===== src/rtl/core/variable_record_ring_queue_defines.svh =====
// assertion macros for the variable record ring queue
`ifndef VARIABLE_RECORD_RING_QUEUE_DEFINES_SVH
`define VARIABLE_RECORD_RING_QUEUE_DEFINES_SVH

// condition holds at every clock edge out of reset
`define VRQ_ASSERT_ALWAYS(label, cond, msg) \
    label: assert property (@(posedge i_clk) disable iff (!i_rst_n) (cond)) \
        else $error(msg);

// consequent holds in the same cycle as the antecedent
`define VRQ_ASSERT_IMPLY(label, ante, cons, msg) \
    label: assert property (@(posedge i_clk) disable iff (!i_rst_n) (ante) |-> (cons)) \
        else $error(msg);

`endif


===== src/rtl/core/vrq_pkg.sv =====
// shared types, constants and codes of the variable record ring queue
package vrq_pkg;

    localparam int CAPACITY     = 1024;
    localparam int HEADER_BYTES = 4;
    localparam int MAX_RECORD   = 64;
    localparam int QUEUE_DEPTH  = 2;

    localparam int POS_W  = $clog2(CAPACITY);
    localparam int FREE_W = $clog2(CAPACITY + 1);
    localparam int HCNT_W = $clog2(HEADER_BYTES + 1);
    localparam int QPTR_W = $clog2(QUEUE_DEPTH);
    localparam int QCNT_W = $clog2(QUEUE_DEPTH + 1);

    // input kind codes
    localparam logic [1:0] KIND_PUSH  = 2'd0;
    localparam logic [1:0] KIND_POP   = 2'd1;
    localparam logic [1:0] KIND_PEEK  = 2'd2;
    localparam logic [1:0] KIND_CLEAR = 2'd3;

    // result status codes
    localparam logic [1:0] ST_OK      = 2'd0;
    localparam logic [1:0] ST_EMPTY   = 2'd1;
    localparam logic [1:0] ST_NOSPACE = 2'd2;
    localparam logic [1:0] ST_DONE    = 2'd3;

    typedef struct packed {
        logic [1:0] kind;
        logic       first_byte;
        logic [6:0] length;
        logic [7:0] data_in;
    } t_item;

    typedef struct packed {
        logic [1:0]  status;
        logic [7:0]  data_out;
        logic        last;
        logic [10:0] free_space;
        logic        is_empty;
    } t_result;

    // operation classes handed from front to back
    typedef enum logic [2:0] {
        OP_PUSH_FIRST,
        OP_PUSH_CONT,
        OP_POP,
        OP_PEEK,
        OP_CLEAR
    } t_op;

    typedef struct packed {
        t_op        op;
        logic [6:0] length;
        logic [7:0] data;
    } t_job;

    // back end status seen by the top level
    typedef struct packed {
        logic [FREE_W-1:0] free_bytes;
        logic              idle;
    } t_back_stat;

endpackage


===== src/rtl/core/vrq_queue.sv =====
// short job queue between front and back
module vrq_queue
    import vrq_pkg::*;
(
    input  logic i_clk,
    input  logic i_rst_n,
    input  logic i_push,
    input  t_job i_job,
    input  logic i_pop,
    output logic o_full,
    output logic o_valid,
    output t_job o_head
);

    t_job              r_slot [QUEUE_DEPTH];
    logic [QPTR_W-1:0] r_wr_ptr;
    logic [QPTR_W-1:0] r_rd_ptr;
    logic [QCNT_W-1:0] r_count;
    logic [QPTR_W-1:0] n_wr_ptr;
    logic [QPTR_W-1:0] n_rd_ptr;
    logic [QCNT_W-1:0] n_count;

    assign o_full  = (r_count == QCNT_W'(QUEUE_DEPTH));
    assign o_valid = (r_count != '0);
    assign o_head  = r_slot[r_rd_ptr];

    // pointer and count update
    always_comb begin
        n_wr_ptr = r_wr_ptr;
        n_rd_ptr = r_rd_ptr;
        n_count  = r_count;
        if (i_push) begin
            n_wr_ptr = (r_wr_ptr == QPTR_W'(QUEUE_DEPTH - 1)) ? '0 : r_wr_ptr + 1'b1;
        end
        if (i_pop) begin
            n_rd_ptr = (r_rd_ptr == QPTR_W'(QUEUE_DEPTH - 1)) ? '0 : r_rd_ptr + 1'b1;
        end
        if (i_push && !i_pop) begin
            n_count = r_count + 1'b1;
        end else if (i_pop && !i_push) begin
            n_count = r_count - 1'b1;
        end
    end

    // control registers
    always_ff @(posedge i_clk) begin
        if (!i_rst_n) begin
            r_wr_ptr <= '0;
            r_rd_ptr <= '0;
            r_count  <= '0;
        end else begin
            r_wr_ptr <= n_wr_ptr;
            r_rd_ptr <= n_rd_ptr;
            r_count  <= n_count;
        end
    end

    // job storage
    always_ff @(posedge i_clk) begin
        if (i_push) begin
            r_slot[r_wr_ptr] <= i_job;
        end
    end

endmodule


===== config.mk =====
export PLATFORM = sky130hd
export DESIGN_NAME = vrq_queue
export DESIGN_NICKNAME = d
export VERILOG_FILES = /design/src/rtl/core/variable_record_ring_queue_defines.svh /design/src/rtl/core/vrq_pkg.sv /design/src/rtl/core/vrq_queue.sv
export SDC_FILE = /design/constraint.sdc
export NUM_CORES = 1
export LEC_CHECK = 0
export BUFFER_PORTS_ARGS = -buffer_cell sky130_fd_sc_hd__buf_2
export CAP_MARGIN = 20
export CELL_PAD_IN_SITES_DETAIL_PLACEMENT = 1
export CELL_PAD_IN_SITES_GLOBAL_PLACEMENT = 1
export CORE_MARGIN = 2
export CORE_UTILIZATION = 45
export CTS_BUF_LIST = sky130_fd_sc_hd__clkbuf_16
export DETAILED_ROUTE_END_ITERATION = 16
export PLACE_DENSITY = 0.92
export SYNTH_ARGS = -nofsm -noshare
export SYNTH_HDL_FRONTEND = slang
export SYNTH_SLANG_ARGS = --single-unit

===== constraint.sdc =====
create_clock -name i_clk -period 5.35 [get_ports i_clk]
set_clock_uncertainty 0.15 [all_clocks]
set_input_delay 1.07 -clock i_clk [delete_from_list [all_inputs] [get_ports i_clk]]
set_output_delay 1.07 -clock i_clk [all_outputs]
set_load 0.05 [all_outputs]

# Word level (Yosys, flattened, before mapping)
# Memory sizes are Yosys's and may differ from the RTL's. A register that Yosys moved wholly into a read port is not among the register bits.
# Index checks and enable logic that the tools add are counted.
# word_totals
ramBits	36
input_bits	22
romBits	0
memories	1
latch_bits	0
word_cells	23
reg_bits	4
# op_classes
bitwise	0
magnitude_cmp	0
add_sub_neg	4
shifts	0
reduce_logical	6
multipliers	0
n_mux	8
n_eq_ne	1
div_mod_pow	0
# mem_list
name	words	word_bits	read_ports	rd_ports_with_merged_regs	write_ports	line	source
r_slot	2	18	1	1	1	vrq_queue.sv:15	t_job r_slot [QUEUE_DEPTH];
# op_table
op	n
$mux W1	6
$mux W2	2
$reduce_bool A2 Y1	2
$add A1 B1 Y1 const B	2
$add A2 B1 Y2 const B	1
$eq A2 B2 Y1 const B	1
$logic_and A1 B1 Y1	2
$logic_not A1 Y1	2
$sub A2 B1 Y2 const B	1

# Logic depth before layout (Yosys ltp)
# Gate-level depths: netlist of run 1.
# depth
ltp_word	4
depth_mapped	5

# Worst setup path before layout of run 1
# OpenSTA, ideal clock, no wires.
# synth_timing
kind	input to register
from	input port i_push
to	memory r_slot[0][0] in the netlist's numbering (enable)
n_path_buf	0
cell_stages	1
setup_time_ns	0.396
t_required_ns	4.804
path_slack_ns	2.853
arrival_time_ns	1.951
cell_sequence	nor2b_1
# synth_via
elab_chain_cells	2
# synth_lines
element	line	source
start, declared	vrq_queue.sv:7	input logic i_push,
$mux W1	vrq_queue.sv:60	if (i_push) begin
$mux W1 (implied by the code)	vrq_queue.sv:61	r_slot[r_wr_ptr] <= i_job;
end, declared	vrq_queue.sv:15	
# Every way passes these cells.

==> parameters.txt, run 1 <==
Parameter                              Value

Run status
  Run status    finished, final reports clean

Critical path
  Worst r2r path cells    1
  Start of the worst register-to-register path    r_wr_ptr$_SDFFE_PN0P_
  Crit Path Category    reg2out
  Arrival time reported for the critical path endpoint    1740 ps
  Startpoint Class    flop
  End of the worst register-to-register path    r_slot[0][9]$_DFFE_PP_
  Maximum fanout along the worst path    18
  Required time worst endpoint    4130 ps
  Register-to-register path setup slack    3770 ps
  CP Capture Type    primary output

Clock network
  CTS H-tree lvls    2
  Gates resized, CTS repair    0
  Cell at the root of the clock tree    clkbuf_16
  Sink count of the clock tree    41
  Buffer count from post-CTS setup fixing    0
  CTS max path bufs    2
  Clock insertion delay at the later pin of the skew report    270 ps
  TritonCTS clock tree    done
  Clock edge transition at the registers on the reported setup and hold paths    50 ps
  TritonCTS buffer count    5
  Cts-stage hold buffer count    0

Floorplanning
  Row count    21
  DIE AREA    3860 µm²
  Width of the die    62.1 µm
  Core area    3280 µm²
  Number of I/O pins    42
  Initial Util    46.3%
  Y dimension of the die    62.1 µm

Timing
  Unrepaired setup endpoints after global routing    false
  Relative slew slack    37.9%
  Setup violation total in the final timing report    0
  Total count of hold-check failures in the final report    0
  Worst slack on hold paths    381 ps
  Highest attainable clock frequency    0.338 GHz
  Worst-Margin Slew    928 ps
  Worst setup slack after layout    2390 ps
  Post-route clock period utilization    55.3%
  Minimum period implied by the final worst setup slack    2960 ps
  Total Neg Setup Slack    0 ps
  Final Max Tran Viols    0

Synth
  Total of flip-flops plus latches after synthesis    41
  Top cell type's share of synthesized area    71.1%
  Area contributors post-synth    edfxtp_1 71%, mux2_2 13%, dfxtp_1 6.6%
  Cells after synthesis    78
  Post-synthesis instance area    1520 µm²
  Synthesis Warnings    0
  Number of distinct library cell variants in the gate-level netlist after synthesis    17
  Sequential-to-total area share from yosys stat    77.6%
  Yosys top cell by area    edfxtp_1
  Post-Synthesis Net Count    101
  Average size of a mapped cell    19.5 µm²

Global route
  First-pass GRT wire length    4.29 mm
  Largest net degree at the start of global routing    20
  Remaining global-route overflow    0
  Vias in the first global route    884
  Total global routing track utilization    15.1%
  Initial antenna violation count    0

Routing
  Routed wirelength normalized by instance count    15.2 µm
  Total detailed-routing wirelength    2.60 mm
  DR vias    811
  1st-iter DRT viols    25
  DR DRC count    0
  Remaining antenna violation count    0
  Number of iterations in the first detailed-routing pass    4
  Via density per instance    4.74

Place
  Global placement routability congestion    0.661
  Post-DP HPWL    1.85 mm
  Dpl ws    2640 ps
  Number of input and output port buffers inserted    41

Final layout
  Share of post-route cells with drive strength above 1    54.4%
  Growth of design area from synthesis to finish    25.4%
  Area taken by flip-flops and latches    1180 µm²
  Leading cell type in the layout, fill and taps excluded    buf_2
  Number of filler instances in the final layout    311
  NumNets Final    147
  Multi-input combinational cell area    323 µm²
  Number of antenna repair diodes    0
  Highest-count cells in the layout ignoring fill and taps    41 x buf_2, 36 x edfxtp_1, 18 x mux2_2, 5 x dfxtp_1, 5 x clkbuf_16

Worst hold path
  Worst hold start    r_count[1]$_SDFFE_PN0P_
  Worst hold path stage count    2
  Hold endpoint    r_count[1]$_SDFFE_PN0P_
  Class of the most critical hold timing path    reg2reg

Run
  Max-capacitance violation count    0

Power and ir drop
  Total leakage power    0.000739 µW
  Total power per unit cell area    408 nW/µm²
  Worst supply voltage drop on vdd    0.202 mV
==> cells by family after synthesis <==
group / share of synthesized area [%]
XOR/XNOR: 1.73
AO/OA/AOI/OAI: 1.32
buffers and inverters: 1.32
flip-flops: 77.6
adder cells (fa/ha/maj): 0.822
multiplexers: 13.3
AND/OR/NAND/NOR: 3.87
==> cells in the mapped netlist (all sizes together) <==
cell    number
or3          1
inv          1
o21a         1
or2          1
nor2b        2
mux2        18
xnor2        1
o21ai        1
and2b        1
dfxtp        5
ha           1
and2         4
buf          2
edfxtp      36
xor2         2
a21boi       1
==> power by group <==
part / switching (µW) / internal, µW / total, µW
clock: 106 / 168 / 274
combinational: 85.1 / 38.9 / 124
sequential: 11.5 / 369 / 380
==> worst max path at each step <==
stage / start / endpoint / slack (ps) / cells past startpoint
after floorplan: i_push / r_slot[0][0]$_DFFE_PP_ / 2850 / 1
after global placement: flop / o_head[11] / 2690 / 2
after detailed placement: flop / o_head[3] / 2640 / 2
after CTS: flop / o_head[11] / 2340 / 2
after global routing: flop / o_head[11] / 2280 / 2
final: flop / o_head[4] / 2390 / 2
==> cell type report <==
| cell class | count | area share, % |
|---|---|---|
| clock buffer | 5 | 6.56 |
| clock inverter | 3 | 0.656 |
| inverter | 1 | 0.197 |
| multi-input combinational | 34 | 16.9 |
| sequential | 41 | 61.9 |
| tap | 46 | 3.02 |
| timing repair buffer | 41 | 10.8 |
==> metrics by stage <==
step | std cells | instance area [µm²] | power [µW] | util, %
3_3_place_gp | 163 | 1770 | 507 | 53.9
3_5_place_dp | 163 | 1770 | 512 | 53.9
5_1_grt | 171 | 1910 | 808 | 58.1
6_report | 171 | 1910 | 778 | 58.1
4_1_cts | 171 | 1910 | 786 | 58.1
2_1_floorplan | 78 | 1520 | 480 | -
==> flip-flops by register name, summed over array words and instances, names as in the netlist, named ones only <==
name,flops
r_rd_ptr,1
r_count,2
r_wr_ptr,1
r_slot,36
==> per-layer routing <==
layer	vias to the layer above	share of wire (%)	global-route usage, %
li1	385	-	-
met5	-	0	0
met3	5	5.9	5.98
met1	393	40	17.0
met4	0	2.0	6.67
met2	28	52	25.4
==> critical path, cell delays in order, from the launching register on <==
cell and delay (ps):
dfxtp_1 830, mux2_2 410, buf_2 210
Note: power is estimated with default switching activity, not from simulation.
==> run 2: changes to the inputs <==
--- a/config.mk
+++ b/config.mk
@@ -10,10 +10,10 @@
 export CELL_PAD_IN_SITES_DETAIL_PLACEMENT = 1
 export CELL_PAD_IN_SITES_GLOBAL_PLACEMENT = 1
 export CORE_MARGIN = 2
-export CORE_UTILIZATION = 45
+export CORE_UTILIZATION = 38
 export CTS_BUF_LIST = sky130_fd_sc_hd__clkbuf_16
 export DETAILED_ROUTE_END_ITERATION = 16
-export PLACE_DENSITY = 0.92
+export PLACE_DENSITY = 0.84
 export SYNTH_ARGS = -nofsm -noshare
 export SYNTH_HDL_FRONTEND = slang
 export SYNTH_SLANG_ARGS = --single-unit
==> constraint.sdc (replaced) <==
create_clock -name i_clk -period 2.6 [get_ports i_clk]
set_clock_uncertainty 0.15 [all_clocks]
set_input_delay 0.52 -clock i_clk [delete_from_list [all_inputs] [get_ports i_clk]]
set_output_delay 0.52 -clock i_clk [all_outputs]
set_load 0.05 [all_outputs]
==> parameters.txt, run 2 (synthesized netlist as in run 1, its figures left out) <==
Parameter                              Value

Clock network
  CTS H-tree lvls    2 (unchanged)
  Gates resized, CTS repair    0 (unchanged)
  Clock insertion delay at the later pin of the skew report    270 ps (about the same)
  Cts-stage hold buffer count    0 (unchanged)
  Buffer count from post-CTS setup fixing    0 (unchanged)
  TritonCTS buffer count    5 (unchanged)
  TritonCTS clock tree    done
  Cell at the root of the clock tree    clkbuf_16
  Sink count of the clock tree    41 (unchanged)
  CTS max path bufs    2 (unchanged)
  Clock edge transition at the registers on the reported setup and hold paths    50 ps (about the same)

Timing
  Highest attainable clock frequency    0.481 GHz
  Post-route clock period utilization    79.9%
  Relative slew slack    82.4% (+45 points)
  Setup violation total in the final timing report    0 (unchanged)
  Total count of hold-check failures in the final report    0 (unchanged)
  Worst setup slack after layout    522 ps (-1870 ps)
  Worst-Margin Slew    264 ps (-664 ps)
  Minimum period implied by the final worst setup slack    2080 ps
  Total Neg Setup Slack    0 ps (unchanged)
  Final Max Tran Viols    0 (unchanged)
  Unrepaired setup endpoints after global routing    false

Critical path
  Worst r2r path cells    2 (+1)
  Crit Path Category    reg2out
  Start of the worst register-to-register path    r_wr_ptr$_SDFFE_PN0P_
  Largest incremental delay on the critical path    370 ps (-460 ps)
  Cell with the largest stage delay on the worst path    mux2_2
  Register-to-register path setup slack    1380 ps (-2390 ps)
  Arrival time reported for the critical path endpoint    1410 ps (-330 ps)
  Series of cell instances along the critical path    buf_4 -> mux2_2 -> buf_2
  Cell class contributing the biggest share of worst-path delay    buffers and inverters
  Buf+Inv Stages, Crit Path    2 (+1)
  CP endpoint    o_head[9]
  Startpoint Class    flop
  CP Capture Type    primary output
  End of the worst register-to-register path    r_slot[1][4]$_DFFE_PP_
  Maximum fanout along the worst path    18 (unchanged)
  Required time worst endpoint    1930 ps (-2200 ps)
  Depth of the critical timing path with buffers and inverters included    3 (+1)

Run
  Max-capacitance violation count    0 (unchanged)

Global route
  First-pass GRT wire length    4.26 mm (-0.63%)
  Vias in the first global route    884 (unchanged)
  Remaining global-route overflow    0 (unchanged)
  Largest net degree at the start of global routing    20 (unchanged)
  Initial antenna violation count    0 (unchanged)
  Total global routing track utilization    13.5% (-1.6 points)

Power and ir drop
  Total leakage power    0.000755 µW (+2.1%)
  Worst supply voltage drop on vdd    0.454 mV (+120%)
  Total power per unit cell area    827 nW/µm² (+100%)

Routing
  Via density per instance    4.65 (-2.0%)
  DR vias    818 (+0.86%)
  1st-iter DRT viols    18 (-28%)
  DR DRC count    0 (unchanged)
  Length of routed met3 wiring    188 µm (+22%)
  M1 WL    1.10 mm (+5.2%)
  Number of iterations in the first detailed-routing pass    4 (unchanged)
  Uppermost routed layer    met4
  Total detailed-routing wirelength    2.75 mm (+5.8%)
  Remaining antenna violation count    0 (unchanged)
  Detail Route met2 WL    1.44 mm (+6.4%)
  Routed wirelength normalized by instance count    15.6 µm (+2.8%)

Final layout
  Number of filler instances in the final layout    385 (+24%)
  Largest register FFs    36 (unchanged)
  Leading cell type in the layout, fill and taps excluded    buf_2
  Largest registers ranked by flip-flop count    r_slot: 36 flops, r_count: 2 flops
  Growth of design area from synthesis to finish    27.1%
  Share of post-route cells with drive strength above 1    55.5% (+1.1 points)
  Cell Count, Final, Fillers Out    176 (+2.9%)
  Biggest register    r_slot
  Number of antenna repair diodes    0 (unchanged)
  NumNets Final    150 (+2.0%)
  Highest-count cells in the layout ignoring fill and taps    41 x buf_2, 36 x edfxtp_1, 18 x mux2_2, 5 x dfxtp_1, 5 x clkbuf_16

Worst hold path
  Class of the most critical hold timing path    in2reg

Floorplanning
  Initial Util    40.6% (-5.7 points)
  Row count    22 (+4.8%)
  Number of I/O pins    42 (unchanged)
  Core area    3740 µm² (+14%)
  Width of the die    67.3 µm (+8.3%)
  DIE AREA    4530 µm² (+17%)
  Y dimension of the die    67.3 µm (+8.3%)

Place
  Global placement routability congestion    0.691 (+4.6%)
  Placed cell count    168 (+3.1%)
  Number of input and output port buffers inserted    41 (unchanged)
  Post-DP HPWL    2.02 mm (+9.4%)
  Dpl ws    796 ps (-1840 ps)

Run status
  Run status    finished, final reports clean
==> run 2: cell count changes in the layout (fill, tap and decap cells not counted), sizes merged <==
cell,delta
buf,+3
==> run 2: worst register-to-register path: cells and delay by family, from the launching register on <==
family	cells	cell delay (ps)
AND/OR/NAND/NOR	1	130
flip-flops	1	360
buffers and inverters	1	250
==> run 2: area by class of cell <==
type / count / area [µm²] / share of cell area (%)
Clock buffer: 5 / 125 / 6.47
Clock inverter: 3 / 12.5 / 0.647
Inverter: 1 / 3.75 / 0.194
Multi-Input combinational cell: 34 / 323 / 16.7
Sequential cell: 41 / 1180 / 61.1
Tap cell: 48 / 60.1 / 3.11
Timing Repair Buffer: 44 / 228 / 11.8
==> run 2: metal layers <==
layer / track usage, % / vias to the layer above
li1: - / 392
met1: 15.4 / 398
met2: 23.5 / 26
met3: 4.17 / 2
met4: 5.36 / 0
met5: 0 / -
==> run 2: how the worst min path moves through the flow <==
stage,from,endpoint,slack (ps),depth (start not counted)
2_1_floorplan,r_count[1]$_SDFFE_PN0P_,r_count[1]$_SDFFE_PN0P_,310,2
3_5_place_dp,r_count[1]$_SDFFE_PN0P_,r_count[1]$_SDFFE_PN0P_,360,2
3_3_place_gp,r_count[1]$_SDFFE_PN0P_,r_count[1]$_SDFFE_PN0P_,320,2
6_report,i_job[12],r_slot[0][12]$_DFFE_PP_,290,1
4_1_cts,i_job[15],r_slot[1][15]$_DFFE_PP_,280,1
5_1_grt,i_job[7],r_slot[0][7]$_DFFE_PP_,280,1
==> run 2: power by group <==
part,leakage (µW),total (µW),internal (µW),switching (µW)
Clock,0.0000687,555,346,209
Combinational,0.000307,271,84.1,187
Sequential,0.000379,772,758,13.9
==> run 2: stage by stage <==
step                      area (µm²)  total power (µW)  hold slack (ps)  util, %
final                           1930              1600              289     51.6
after global routing            1930              1670              282     51.6
after CTS                       1930              1620              285     51.6
after detailed placement        1800              1060              359     48.0
after global placement          1800              1050              325     48.0
after floorplan                 1520               988              311        -
